[src/design/irsw_pkg.sv]
// Shared types and constants for the windowed IR hit counter with argmax.
// No dependencies; used by every module of the block.
`timescale 1ns / 1ps
`default_nettype none

package irsw_pkg;

  // field widths fixed by the interface
  localparam int SENSOR_FIELD_W = 20;
  localparam int WINDOW_LEN_W   = 16;
  localparam int BEST_SENSOR_W  = 5;
  localparam int BEST_COUNT_W   = 8;
  localparam int CFG_DATA_W     = 20;
  localparam int CFG_IDX_W      = 1;

  // hit counter holds 0..256
  localparam int CNT_W = 9;

  // default number of sensors
  localparam int NUM_SENSORS_DEF = 20;

  // reset values of the configuration registers
  localparam logic [SENSOR_FIELD_W-1:0] ENABLE_RST     = 20'hFFFFF;
  localparam logic [WINDOW_LEN_W-1:0]   WINDOW_LEN_RST = 16'd128;

  // count thresholds
  localparam logic [CNT_W-1:0] CNT_SATURATE  = 9'd256;
  localparam logic [CNT_W-1:0] CNT_MIN_VALID = 9'd5;
  localparam logic [CNT_W-1:0] CNT_MAX_VALID = 9'd255;

  // configuration register indexes
  localparam logic [CFG_IDX_W-1:0] REG_SENSOR_ENABLE = 1'd0;
  localparam logic [CFG_IDX_W-1:0] REG_WINDOW_LENGTH = 1'd1;

  // result of one step of the shared evaluation unit
  typedef struct packed {
    logic [CNT_W-1:0]        new_count;
    logic                    take;
    logic [BEST_COUNT_W-1:0] value;
  } irsw_eval_t;

endpackage

`default_nettype wire

[src/design/ir_sensor_ring_window_argmax.sv]
// Each accepted poll is processed by one walk step per sensor through the shared
// evaluation unit, then the output load. in_stall is high during the walk and the
// output load, so a new poll is taken only after the previous result is loaded;
// that load waits while out_stall holds the previous result.
// Reset (rst_n low, synchronous): counters, poll position and held best cleared,
// sensor_enable = 0xFFFFF, window_length = 128, no result pending.
`timescale 1ns / 1ps
`default_nettype none

module ir_sensor_ring_window_argmax
  import irsw_pkg::*;
#(
  parameter int NUM_SENSORS = NUM_SENSORS_DEF
) (
  input  wire                       clk,
  input  wire                       rst_n,
  // configuration port
  input  wire                       cfg_we,
  input  wire [CFG_IDX_W-1:0]       cfg_index,
  input  wire [CFG_DATA_W-1:0]      cfg_wdata,
  // input channel
  input  wire                       in_valid,
  output logic                      in_stall,
  input  wire [SENSOR_FIELD_W-1:0]  in_sensor_levels,
  // result channel
  output logic                      out_valid,
  input  wire                       out_stall,
  output logic                      out_window_done,
  output logic [BEST_SENSOR_W-1:0]  out_best_sensor,
  output logic [BEST_COUNT_W-1:0]   out_best_count
);

  localparam int IDX_W  = $clog2(NUM_SENSORS);
  localparam int BIDX_W = $clog2(NUM_SENSORS + 1);
  localparam int POS_W  = WINDOW_LEN_W + 1;

  localparam logic [1:0] ST_IDLE = 2'd0;
  localparam logic [1:0] ST_WALK = 2'd1;
  localparam logic [1:0] ST_DONE = 2'd2;

  logic [1:0]                state_r, state_nxt;
  logic [IDX_W-1:0]          idx_r, idx_nxt;
  logic [SENSOR_FIELD_W-1:0] enable_r;
  logic [WINDOW_LEN_W-1:0]   wlen_r;
  logic [WINDOW_LEN_W-1:0]   pos_r, pos_nxt;
  logic                      closing_r, closing_nxt;
  logic [NUM_SENSORS-1:0]    hits_r, hits_nxt;
  logic [BEST_COUNT_W-1:0]   best_val_r, best_val_nxt;
  logic [BIDX_W-1:0]         best_idx_r, best_idx_nxt;
  logic [BEST_COUNT_W-1:0]   held_cnt_r, held_cnt_nxt;
  logic [BIDX_W-1:0]         held_idx_r, held_idx_nxt;
  logic                      out_valid_r, out_valid_nxt;
  logic                      out_done_r;
  logic [BEST_SENSOR_W-1:0]  out_sensor_r;
  logic [BEST_COUNT_W-1:0]   out_count_r;

  logic                      in_acc;
  logic                      last_idx;
  logic                      out_load;
  logic [POS_W-1:0]          pos_inc;
  logic [POS_W-1:0]          limit;
  logic [CNT_W-1:0]          cnt_rd;
  logic                      bank_we;
  irsw_eval_t                eval;

  assign in_acc   = in_valid && !in_stall;
  assign in_stall = (state_r != ST_IDLE);
  assign last_idx = (idx_r == IDX_W'(NUM_SENSORS - 1));
  assign out_load = (state_r == ST_DONE) && (!out_valid_r || !out_stall);
  assign bank_we  = (state_r == ST_WALK);

  // window close decision and hit vector, taken at accept
  always_comb begin
    pos_inc = {1'b0, pos_r} + POS_W'(1);
    limit   = (wlen_r == '0) ? (POS_W'(1) << WINDOW_LEN_W) : {1'b0, wlen_r};
    closing_nxt = closing_r;
    pos_nxt     = pos_r;
    hits_nxt    = hits_r;
    if (in_acc) begin
      closing_nxt = (pos_inc >= limit);
      pos_nxt     = closing_nxt ? '0 : pos_inc[WINDOW_LEN_W-1:0];
      for (int i = 0; i < NUM_SENSORS; i++) begin
        if (i < SENSOR_FIELD_W) begin
          hits_nxt[i] = enable_r[i] && !in_sensor_levels[i];
        end else begin
          hits_nxt[i] = 1'b0;
        end
      end
    end
  end

  // counter storage
  irsw_count_bank #(
    .NUM_SENSORS (NUM_SENSORS)
  ) u_bank (
    .clk   (clk),
    .rst_n (rst_n),
    .we    (bank_we),
    .addr  (idx_r),
    .wdata (eval.new_count),
    .rdata (cnt_rd)
  );

  // shared increment / filter / compare unit
  irsw_eval_unit u_eval (
    .count    (cnt_rd),
    .hit      (hits_r[idx_r]),
    .closing  (closing_r),
    .best_val (best_val_r),
    .res      (eval)
  );

  // sequencer: walk the sensors one per cycle, then hand off the result
  always_comb begin
    state_nxt    = state_r;
    idx_nxt      = idx_r;
    best_val_nxt = best_val_r;
    best_idx_nxt = best_idx_r;
    held_cnt_nxt = held_cnt_r;
    held_idx_nxt = held_idx_r;
    unique case (state_r)
      ST_IDLE: begin
        if (in_acc) begin
          state_nxt    = ST_WALK;
          idx_nxt      = '0;
          best_val_nxt = '0;
          best_idx_nxt = '0;
        end
      end
      ST_WALK: begin
        if (eval.take) begin
          best_val_nxt = eval.value;
          best_idx_nxt = BIDX_W'(idx_r) + BIDX_W'(1);
        end
        if (last_idx) begin
          state_nxt = ST_DONE;
          idx_nxt   = '0;
          if (closing_r) begin
            held_cnt_nxt = best_val_nxt;
            held_idx_nxt = best_idx_nxt;
          end
        end else begin
          idx_nxt = idx_r + IDX_W'(1);
        end
      end
      ST_DONE: begin
        if (out_load) begin
          state_nxt = ST_IDLE;
        end
      end
      default: begin
        state_nxt = ST_IDLE;
      end
    endcase
  end

  // output valid tracking
  always_comb begin
    if (out_load) begin
      out_valid_nxt = 1'b1;
    end else if (out_valid_r && !out_stall) begin
      out_valid_nxt = 1'b0;
    end else begin
      out_valid_nxt = out_valid_r;
    end
  end

  // control and state registers
  always_ff @(posedge clk) begin
    if (!rst_n) begin
      state_r     <= ST_IDLE;
      idx_r       <= '0;
      enable_r    <= ENABLE_RST;
      wlen_r      <= WINDOW_LEN_RST;
      pos_r       <= '0;
      closing_r   <= 1'b0;
      held_cnt_r  <= '0;
      held_idx_r  <= '0;
      out_valid_r <= 1'b0;
    end else begin
      state_r     <= state_nxt;
      idx_r       <= idx_nxt;
      pos_r       <= pos_nxt;
      closing_r   <= closing_nxt;
      held_cnt_r  <= held_cnt_nxt;
      held_idx_r  <= held_idx_nxt;
      out_valid_r <= out_valid_nxt;
      if (cfg_we) begin
        unique case (cfg_index)
          REG_SENSOR_ENABLE: enable_r <= cfg_wdata[SENSOR_FIELD_W-1:0];
          REG_WINDOW_LENGTH: wlen_r   <= cfg_wdata[WINDOW_LEN_W-1:0];
          default: ;
        endcase
      end
    end
  end

  // datapath registers
  always_ff @(posedge clk) begin
    hits_r     <= hits_nxt;
    best_val_r <= best_val_nxt;
    best_idx_r <= best_idx_nxt;
    if (out_load) begin
      out_done_r   <= closing_r;
      out_sensor_r <= BEST_SENSOR_W'(held_idx_r);
      out_count_r  <= held_cnt_r;
    end
  end

  assign out_valid       = out_valid_r;
  assign out_window_done = out_done_r;
  assign out_best_sensor = out_sensor_r;
  assign out_best_count  = out_count_r;

  // an accepted poll always starts a walk
  a_acc_walk: assert property (@(posedge clk) disable iff (!rst_n)
    in_acc |=> (state_r == ST_WALK))
    else $error("accepted poll did not start the sensor walk");

  // held best index is nonzero exactly when the held count is
  a_held_pair: assert property (@(posedge clk) disable iff (!rst_n)
    (held_cnt_r == '0) == (held_idx_r == '0))
    else $error("held best index and count disagree");

  // walk index rests at zero outside the walk
  a_idx_idle: assert property (@(posedge clk) disable iff (!rst_n)
    (state_r != ST_WALK) |-> (idx_r == '0))
    else $error("walk index not at zero outside the walk");

  // a new result is only loaded when the output register is free
  a_out_free: assert property (@(posedge clk) disable iff (!rst_n)
    (out_valid_r && out_stall) |=> $stable(out_count_r) && $stable(out_sensor_r))
    else $error("pending result overwritten");

endmodule

`default_nettype wire

[src/design/irsw_count_bank.sv]
// Bank of per-sensor hit counters, one read and one write port on a shared address.
// Depends on irsw_pkg for the counter width.
`timescale 1ns / 1ps
`default_nettype none

module irsw_count_bank
  import irsw_pkg::*;
#(
  parameter int NUM_SENSORS = NUM_SENSORS_DEF
) (
  input  wire                             clk,
  input  wire                             rst_n,
  input  wire                             we,
  input  wire [$clog2(NUM_SENSORS)-1:0]   addr,
  input  wire [CNT_W-1:0]                 wdata,
  output logic [CNT_W-1:0]                rdata
);

  logic [CNT_W-1:0] cnt_r [NUM_SENSORS];

  // counters clear at reset, one entry written per cycle while we is high
  always_ff @(posedge clk) begin
    if (!rst_n) begin
      for (int i = 0; i < NUM_SENSORS; i++) begin
        cnt_r[i] <= '0;
      end
    end else if (we) begin
      cnt_r[addr] <= wdata;
    end
  end

  assign rdata = cnt_r[addr];

endmodule

`default_nettype wire

[src/design/irsw_eval_unit.sv]
// Shared per-sensor unit: saturating increment, window-end filter and compare.
// Depends on irsw_pkg for widths, thresholds and the result struct.
`timescale 1ns / 1ps
`default_nettype none

module irsw_eval_unit
  import irsw_pkg::*;
(
  input  wire [CNT_W-1:0]        count,
  input  wire                    hit,
  input  wire                    closing,
  input  wire [BEST_COUNT_W-1:0] best_val,
  output irsw_eval_t             res
);

  logic [CNT_W-1:0]        cnt_inc;
  logic [BEST_COUNT_W-1:0] filt;

  // saturating increment
  always_comb begin
    if (hit && (count != CNT_SATURATE)) begin
      cnt_inc = count + CNT_W'(1);
    end else begin
      cnt_inc = count;
    end
  end

  // counts outside the valid band count as zero
  always_comb begin
    if ((cnt_inc >= CNT_MIN_VALID) && (cnt_inc <= CNT_MAX_VALID)) begin
      filt = cnt_inc[BEST_COUNT_W-1:0];
    end else begin
      filt = '0;
    end
  end

  // strictly larger wins, so ties keep the lower index
  assign res.take      = closing && (filt > best_val);
  assign res.value     = filt;
  assign res.new_count = closing ? '0 : cnt_inc;

endmodule

`default_nettype wire
[config.mk]
export PLATFORM = sky130hd
export DESIGN_NAME = ir_sensor_ring_window_argmax
export DESIGN_NICKNAME = d
export VERILOG_FILES = /design/src/design/irsw_pkg.sv /design/src/design/ir_sensor_ring_window_argmax.sv /design/src/design/irsw_count_bank.sv /design/src/design/irsw_eval_unit.sv
export SDC_FILE = /design/constraint.sdc
export NUM_CORES = 1
export LEC_CHECK = 0
export BUFFER_PORTS_ARGS = -buffer_cell sky130_fd_sc_hd__buf_4
export CORE_MARGIN = 2
export CORE_UTILIZATION = 28
export DETAILED_ROUTE_END_ITERATION = 8
export GPL_TIMING_DRIVEN = 0
export SYNTH_ARGS = -nofsm -noshare
export SYNTH_HDL_FRONTEND = slang
export SYNTH_SLANG_ARGS = --single-unit
export TNS_END_PERCENT = 30
[constraint.sdc]
create_clock -name clk -period 12.55 [get_ports clk]
set_clock_uncertainty 0.1 [all_clocks]
set_input_delay 1.255 -clock clk [delete_from_list [all_inputs] [get_ports clk]]
set_output_delay 1.255 -clock clk [all_outputs]
set_load 0.03 [all_outputs]
After elaboration in Yosys (flattened, before gate mapping)
Memory sizes are Yosys's and may differ from the RTL's. A register that Yosys moved wholly into a read port is not among the register bits. Cells that the tools add are included.

Add/sub/neg operators: 3. Magnitude comparators: 5. Eq/ne operators: 7. Mux-type cells: 30. Bitwise logic cells: 1. Reduce and logical (&&, ||, !) cells: 61.

Operator list (number): 2-to-1 mux 5 bit (6); 2-to-1 mux 9 bit (3); logical AND 1 bit (26); 2-to-1 mux 8 bit (3); logical NOT 1 bit (23); one-hot mux 5 bit (2 select lines) (2); adder 16 x 1 -> 17 bit, second input constant (1); greater-or-equal comparator 17 bit (1); 2-to-1 mux 17 bit (1); logical NOT 16 bit (1); 2-to-1 mux 16 bit (1); one-hot mux 8 bit (2 select lines) (1); adder 9 x 1 -> 9 bit, second input constant (1); greater-or-equal comparator 9 x 3 -> 1 bit, second input constant (1); less-or-equal comparator 9 x 8 -> 1 bit, second input constant (1); != test 9 bit, second input constant (1); OR reduction 9 bit (1); > comparator 8 bit (1); 2-to-1 mux 1 bit (8); < comparator 5 x 6 -> 1 bit, second input constant (1); 2-to-1 mux 2 bit (3); != test 2 bit, second input constant (3); one-hot mux 2 bit (3 select lines) (1); AND reduction 2 bit (3); 10 further kinds (13).

Register bits after elaboration: 121. RAM bits: 180. Bits of input ports: 46. Output and inout bits: 16. Logic and storage cells: 123. Memories: 1.

Memories: u_bank.cnt_r (depth 20, width 9, read ports 1, clocked after Yosys merged registers in 1, wr ports 20, line irsw_count_bank.sv:19) `logic [CNT_W-1:0] cnt_r [NUM_SENSORS];`.

Longest topological paths before layout
Gate-level depths: netlist of run 1.

Word-level depth: 11. Depth in mapped cells: 28. Depth with buffers taken out: 24.

By module
From an unflattened synthesis of run 1, not the netlist that was laid out.

Cells, all modules: 1494. Area total of the unflattened synthesis: 18710.4 um2.

Modules (own cells, without submodules): irsw_count_bank (instances 1, cells an instance 855, area each 12640.9 um2, seq. area each 8648.3 um2); ir_sensor_ring_window_argmax (instances 1, cells an instance 553, area each 5436.5 um2, seq. area each 2892.8 um2); irsw_eval_unit (instances 1, cells an instance 86, area each 633.1 um2, seq. area each 0.0 um2).

Worst setup path after synthesis of run 1
Ideal clock, no wire load.

Kind: register to register. From: register with a tool-made name. To: register best_val_r[4] (data pin). Data arrival time: 4.786 ns. Required time: 12.184 ns. Path slack: 7.398 ns. Cell stages (with the launch flop): 24. Path through: dfxtp_1 -> buf_2 -> clkinv_1 -> buf_1 -> mux2i_1 -> mux4_2 -> inv_1 -> ha_1 -> inv_1 -> o22a_1 -> o41ai_1 -> a31oi_4 -> nor2b_1 -> ha_1 -> nor2b_1 -> o21ai_0 -> nand2b_1 -> a21oi_1 -> o21ai_0 -> o211ai_1 -> clkbuf_1 -> inv_1 -> mux2i_1 -> nor2_1.

RTL lines: to (signal assigned) (line ir_sensor_ring_window_argmax.sv:201) `best_val_r <= best_val_nxt;`; to (decl) (line ir_sensor_ring_window_argmax.sv:48) `logic [BEST_COUNT_W-1:0] best_val_r, best_val_nxt;`.

==> results of run 1 <==
-- layer usage --
layer	track usage [%]	vias to the layer above	wire [µm]
met4	6.04	2	2010
li1	-	5554	-
met2	26.1	509	26000
met1	20.3	6166	21900
met3	4.67	102	4980
met5	0	-	18
-- stage by stage --
step	hold slack (ns)	utilization, %	instances
2_1_floorplan	0.303	-	1466
3_3_place_gp	0.321	30.7	2391
3_5_place_dp	0.320	30.7	2391
4_1_cts	0.331	32.8	2475
5_1_grt	0.344	32.8	2475
6_report	0.332	32.8	2475
-- power groups by stage --
| stage | logic, mW | registers, mW | clock network, mW |
|---|---|---|---|
| 2_1_floorplan | 0.177 | 1.57 | 0 |
| 3_3_place_gp | 0.292 | 1.58 | 0 |
| 3_5_place_dp | 0.298 | 1.58 | 0 |
| 4_1_cts | 0.299 | 1.55 | 1.29 |
| 5_1_grt | 0.324 | 1.55 | 1.35 |
| 6_report | 0.302 | 1.55 | 1.27 |
-- kinds of logic after synthesis --
group,after synthesis
and+or+nand+nor,585
DFF,414
buffers and inverters,138
AOI/OAI and AO/OA,149
muxes,123
xor gates and xnor gates,25
adders and majority gates,32
-- area by class of cell --
cell class / instances / area [µm²]
Buffer: 93 / 440
Clock buffer: 55 / 1210
Clock inverter: 29 / 198
Fill cell: 6573 / 44300
Inverter: 45 / 169
Multi-Input combinational cell: 914 / 6410
Sequential cell: 414 / 11600
Tap cell: 864 / 1080
Timing Repair Buffer: 61 / 458
-- state kept, by name (all words and copies together) (netlist names), 2 cells and up, named ones only --
signal and cells:
held_cnt_r 8, enable_r 20, wlen_r 16, held_idx_r 5, best_val_r 8, pos_r 16, best_idx_r 5, out_best_count 8
hits_r 20, out_best_sensor 5, state_r 2, u_bank.cnt_r 288, idx_r 5
-- critical path, cell delays in order, from the launching register on --
cell and delay (ns):
dfxtp_1 0.49, buf_1 0.90, buf_2 0.50, mux4_2 0.38, mux2i_1 0.57, nand2_1 0.12, o21ai_0 0.10, o21ai_0 0.22
ha_1 0.34, inv_1 0.11, o22a_1 0.23, nor4_2 0.06, xnor2_1 0.31, buf_4 0.25, a31oi_4 0.07, nor2b_1 0.19
ha_1 0.30, nor2b_1 0.14, o21ai_0 0.15, nand2b_1 0.07, a21oi_1 0.13, o21ai_0 0.10, o211ai_1 0.18, clkbuf_1 0.43
inv_1 0.18, mux2i_1 0.23, nor2_1 0.06
-- worst max path at each step --
stage              start                           to  slack [ns]  cells past startpoint
2_1_floorplan  flip-flop  best_val_r[4]$_SDFFCE_PN0P_        7.40                     23
3_3_place_gp   flip-flop  best_val_r[4]$_SDFFCE_PN0P_        5.61                     26
3_5_place_dp   flip-flop  best_val_r[4]$_SDFFCE_PN0P_        5.54                     26
4_1_cts        flip-flop  best_val_r[4]$_SDFFCE_PN0P_        5.49                     26
5_1_grt        flip-flop  best_val_r[4]$_SDFFCE_PN0P_        4.93                     24
6_report       flip-flop  best_val_r[4]$_SDFFCE_PN0P_        5.35                     26
-- cells in the mapped netlist (19+ instances only) --
cell type	count	area (µm²)
clkbuf_1	58	218
nand2_1	186	698
nor2_1	235	882
mux2i_1	41	410
o211ai_1	19	143
nor2b_1	32	200
a21oi_1	30	150
mux4_2	73	1640
o21ai_0	27	135
ha_1	32	400
nand3_1	42	210
edfxtp_1	335	10100
dfxtp_1	79	1580
inv_1	42	158
-- layout by cell type (no fill, tap or decap), drive strengths merged, types with 14 or more instances in the layout --
cell type	n
edfxtp	335
nor2	235
nand2	186
clkbuf	113
buf	96
dfxtp	79
mux4	73
inv	46
nand3	42
mux2i	42
nor2b	32
ha	32
a21oi	30
o21ai	29
clkinv	24
o211ai	20
a21boi	16
xor2	14
==> impl_metrics.json, run 1 <==
{
  "area_growth_syn_to_layout_pct": 15.8,
  "die_x_um": 262,
  "worst_slack_ns": 5.35,
  "rr_endpoint": "best_val_r[4]$_SDFFCE_PN0P_",
  "grt_start_max_net_pins": 24,
  "cp_data_arrival_time_ns": 7.40,
  "required_ns": 12.75,
  "cts_tree": "yes",
  "portBuffers": 61,
  "rsz0062_at_grt": "no",
  "p_total_mw": 3.13,
  "peakVddDrop_uv": 94.5,
  "cts_resized": 0,
  "cap_violations": 0,
  "rrSetupSlack_ns": 5.35,
  "grt_pass1_wl_um": 80300,
  "synthFlopType": "edfxtp_1",
  "synth_cell_type_count": 69,
  "start_kind": "flip-flop",
  "swShare_pct": 24.8,
  "drc": 0,
  "vias": 12300,
  "clockPowerShare_pct": 40.7,
  "numCtsBuffers": 45,
  "globalRouteTotalUtil_pct": 16.1,
  "synth.mux.area_fraction_pct": 11.6,
  "clk_latency_ns": 0.58,
  "ant_nets": 0,
  "pin_count": 62,
  "synth_edf_count": 335,
  "holdPathEnd": "out_best_count[5]$_DFFE_PP_",
  "synthAdderAreaFrac_pct": 2.15,
  "synth_area_per_cell_um2": 12.7,
  "worstHoldPathType": "flip-flop to flip-flop",
  "fmax_ghz": 0.139,
  "fin_nets": 1652,
  "outcome": "finished clean",
  "synth_xor_area_share_pct": 1.17,
  "yosys.area_share.simple_pct": 13.9,
  "hold_depth": 0,
  "synthArstFlopShare_pct": 0,
  "post_cts_buffers": 0,
  "syn_inst": 1466,
  "slew_headroom_pct": 7.81,
  "cp-end-kind": "flip-flop",
  "gp_congestion": 0.948,
  "period_share_pct": 57.3,
  "synth_compound_area_share_pct": 5.53,
  "drt_iter0_drc": 1248,
  "cts_max_level": 2,
  "worst_pin_slew_ns": 1.38,
  "switching_power_mw": 0.777,
  "antenna_cells": 0,
  "critical_path_class": "flip-flop to flip-flop",
  "syn_area_um2": 18700,
  "wl_per_cell_um": 22.2,
  "synth-seq-cells": 414,
  "die_height_um": 262,
  "r2r.worst_path.cells": 26,
  "via_per_inst": 4.98,
  "dpl.hpwl_um": 38700,
  "clock_path_buffers": 3,
  "grt-ovfl-total": 0,
  "p_comb_share_pct": 9.7,
  "drive_above_1_share_pct": 15.8,
  "ys_seq_area_share_pct": 62.4,
  "root_buffer": "clkbuf_16",
  "ys_warn_count": 0,
  "setup_tns_ns": 0,
  "dp_slack_ns": 5.54,
  "report.final.slew_viol_count": 0,
  "routed_wl_um": 55000,
  "postPlaceCellArea_um2": 20200,
  "p_leak_nw": 7.52,
  "synth_top_family_by_area": "simple AND/OR/NAND/NOR gates",
  "antenna_found_initial": 1,
  "hold_viol": 0,
  "syn_nets": 1544,
  "final_cell_area_um2": 21600,
  "design.core.area_um2": 65900,
  "path_clk_slew_ns": 0.06,
  "seqPwrFrac_pct": 49.6,
  "power.density_nw_per_um2": 145,
  "p_int_mw": 2.35,
  "start_util_pct": 28.3,
  "path_max_fanout": 10,
  "cts.sinks": 414,
  "cts_hold_buf": 0,
  "grt_pass1_vias": 12400,
  "dieArea_um2": 68700,
  "num_rows": 94,
  "fin_crit_ns": 7.20,
  "drt-pass1-iter-count": 7,
  "setup_viol": 0,
  "hp-start": "held_cnt_r[5]$_SDFFE_PN0P_"
}
Note: power is estimated with default switching activity, not from simulation.
==> run 2, diff against run 1 <==
==> constraint.sdc (replaced) <==
create_clock -name clk -period 6.65 [get_ports clk]
set_clock_uncertainty 0.1 [all_clocks]
set_input_delay 0.665 -clock clk [delete_from_list [all_inputs] [get_ports clk]]
set_output_delay 0.665 -clock clk [all_outputs]
set_load 0.03 [all_outputs]
==> impl_metrics.json, run 2 (same netlist as run 1, synthesis figures left out) <==
{
  "grt-ovfl-total": 0,
  "dpl.hpwl_um": 38700,
  "cts_max_level": 2,
  "start_kind": "flip-flop",
  "final_common_cell": "edfxtp_1",
  "period_share_pct": 95.7,
  "reg_top3": "u_bank.cnt_r (288), enable_r (20), hits_r (20)",
  "cp-end-kind": "flip-flop",
  "design.core.area_um2": 65900,
  "slew_headroom_pct": 8.60,
  "portBuffers": 61,
  "worst_slack_ns": 0.285,
  "ant_nets": 0,
  "antenna_cells": 0,
  "worstHoldPathType": "input port to flip-flop",
  "power.density_nw_per_um2": 273,
  "via_per_inst": 5.00,
  "clk_latency_ns": 0.58,
  "routed_wl_um": 54900,
  "most-common-layout-cells": "edfxtp_1 (335), nor2_1 (234), nand2_1 (186)",
  "peakVddDrop_uv": 177,
  "pin_count": 62,
  "whs_ns": 0.217,
  "cts_tree": "yes",
  "area_growth_syn_to_layout_pct": 16.0,
  "numCtsBuffers": 45,
  "grt_pass1_wl_um": 80600,
  "cts.sinks": 414,
  "hold_viol": 0,
  "cp_data_arrival_time_ns": 6.57,
  "post_cts_buffers": 0,
  "worst_pin_slew_ns": 1.37,
  "antenna_found_initial": 0,
  "r2r.worst_path.cells": 25,
  "start_util_pct": 28.3,
  "num_rows": 94,
  "drc": 0,
  "globalRouteTotalUtil_pct": 16.1,
  "die_x_um": 262,
  "cap_violations": 0,
  "gp_congestion": 0.948,
  "grt_start_max_net_pins": 24,
  "fmax_ghz": 0.157,
  "die_height_um": 262,
  "drt_iter0_drc": 1284,
  "drive_above_1_share_pct": 16.3,
  "p_leak_nw": 7.53,
  "fin_crit_ns": 6.36,
  "hold_depth": 3,
  "grt_pass1_vias": 12400,
  "dp_slack_ns": -0.363,
  "report.final.slew_viol_count": 0,
  "top_register": "u_bank.cnt_r",
  "path_max_fanout": 10,
  "path_clk_slew_ns": 0.06,
  "outcome": "finished clean",
  "setup_viol": 0,
  "vias": 12400,
  "dieArea_um2": 68700,
  "p_total_mw": 5.90,
  "wl_per_cell_um": 22.2,
  "largest_reg_flops": 288,
  "fin_nets": 1652,
  "critical_path_class": "flip-flop to flip-flop",
  "clock_path_buffers": 3,
  "rsz0062_at_grt": "no",
  "root_buffer": "clkbuf_16",
  "drt-pass1-iter-count": 5,
  "required_ns": 6.85
}
## run 2: report_power, final
part           switching [mW]  internal [mW]  total, mW
Clock                    1.03           1.37       2.40
Combinational           0.399          0.171      0.570
Sequential             0.0298           2.90       2.93
## run 2: cell type report
cell class / count / area [µm²]
Fill cell: 6572 / 44200
Sequential cell: 414 / 11600
Multi-Input combinational cell: 914 / 6430
Clock buffer: 55 / 1210
Tap cell: 864 / 1080
Timing Repair Buffer: 61 / 458
Buffer: 93 / 450
Clock inverter: 29 / 198
Inverter: 45 / 173
## run 2: worst paths after layout
kind | endpoint | from | slack (ns)
max | best_val_r[6]$_SDFFCE_PN0P_ | flip-flop | 0.29
min | enable_r[18]$_SDFFE_PN1P_ | cfg_wdata[18] | 0.22
max reg2reg | best_val_r[6]$_SDFFCE_PN0P_ | flip-flop | 0.29
min reg2reg | out_best_count[5]$_DFFE_PP_ | held_cnt_r[5]$_SDFFE_PN0P_ | 0.33
## run 2: stage by stage
| step | util, % | setup TNS [ns] | cells | cell area [µm²] |
|---|---|---|---|---|
| 6_report | 32.8 | 0 | 2475 | 21600 |
| 4_1_cts | 32.8 | 0 | 2475 | 21600 |
| 2_1_floorplan | - | 0 | 1466 | 18700 |
| 5_1_grt | 32.8 | 0 | 2475 | 21600 |
| 3_5_place_dp | 30.7 | -5.50 | 2391 | 20200 |
| 3_3_place_gp | 30.7 | -3.42 | 2391 | 20200 |
## run 2: metal layers
| layer | up-vias | track usage [%] | routed length (µm) |
|---|---|---|---|
| met5 | - | 0 | 0 |
| met3 | 107 | 4.33 | 4920 |
| met1 | 6177 | 20.6 | 22000 |
| met4 | 0 | 6.31 | 2240 |
| met2 | 535 | 26.0 | 25800 |
| li1 | 5546 | - | - |
## run 2: critical path, stage by stage, from the launching register on
cell and delay, ns:
dfxtp_1 0.47, buf_2 0.40, clkbuf_4 0.42, mux4_2 0.40
mux2i_2 0.46, mux4_2 0.40, inv_1 0.09, ha_1 0.23
nand2_1 0.12, o22a_1 0.23, nor4_2 0.06, xnor2_1 0.29
buf_4 0.25, a31oi_4 0.07, nor2b_1 0.19, ha_1 0.30
nor2b_1 0.15, o21ai_0 0.15, nand2b_1 0.07, a21oi_1 0.13
o21ai_0 0.10, o211ai_1 0.18, clkbuf_1 0.38, nor3_1 0.08
a21oi_1 0.26, nor2_1 0.07
## run 2: timing repair
item,CTS,global route
setup endpoints to repair,26,26
gates resized for setup,5,10
hold buffers,0,0
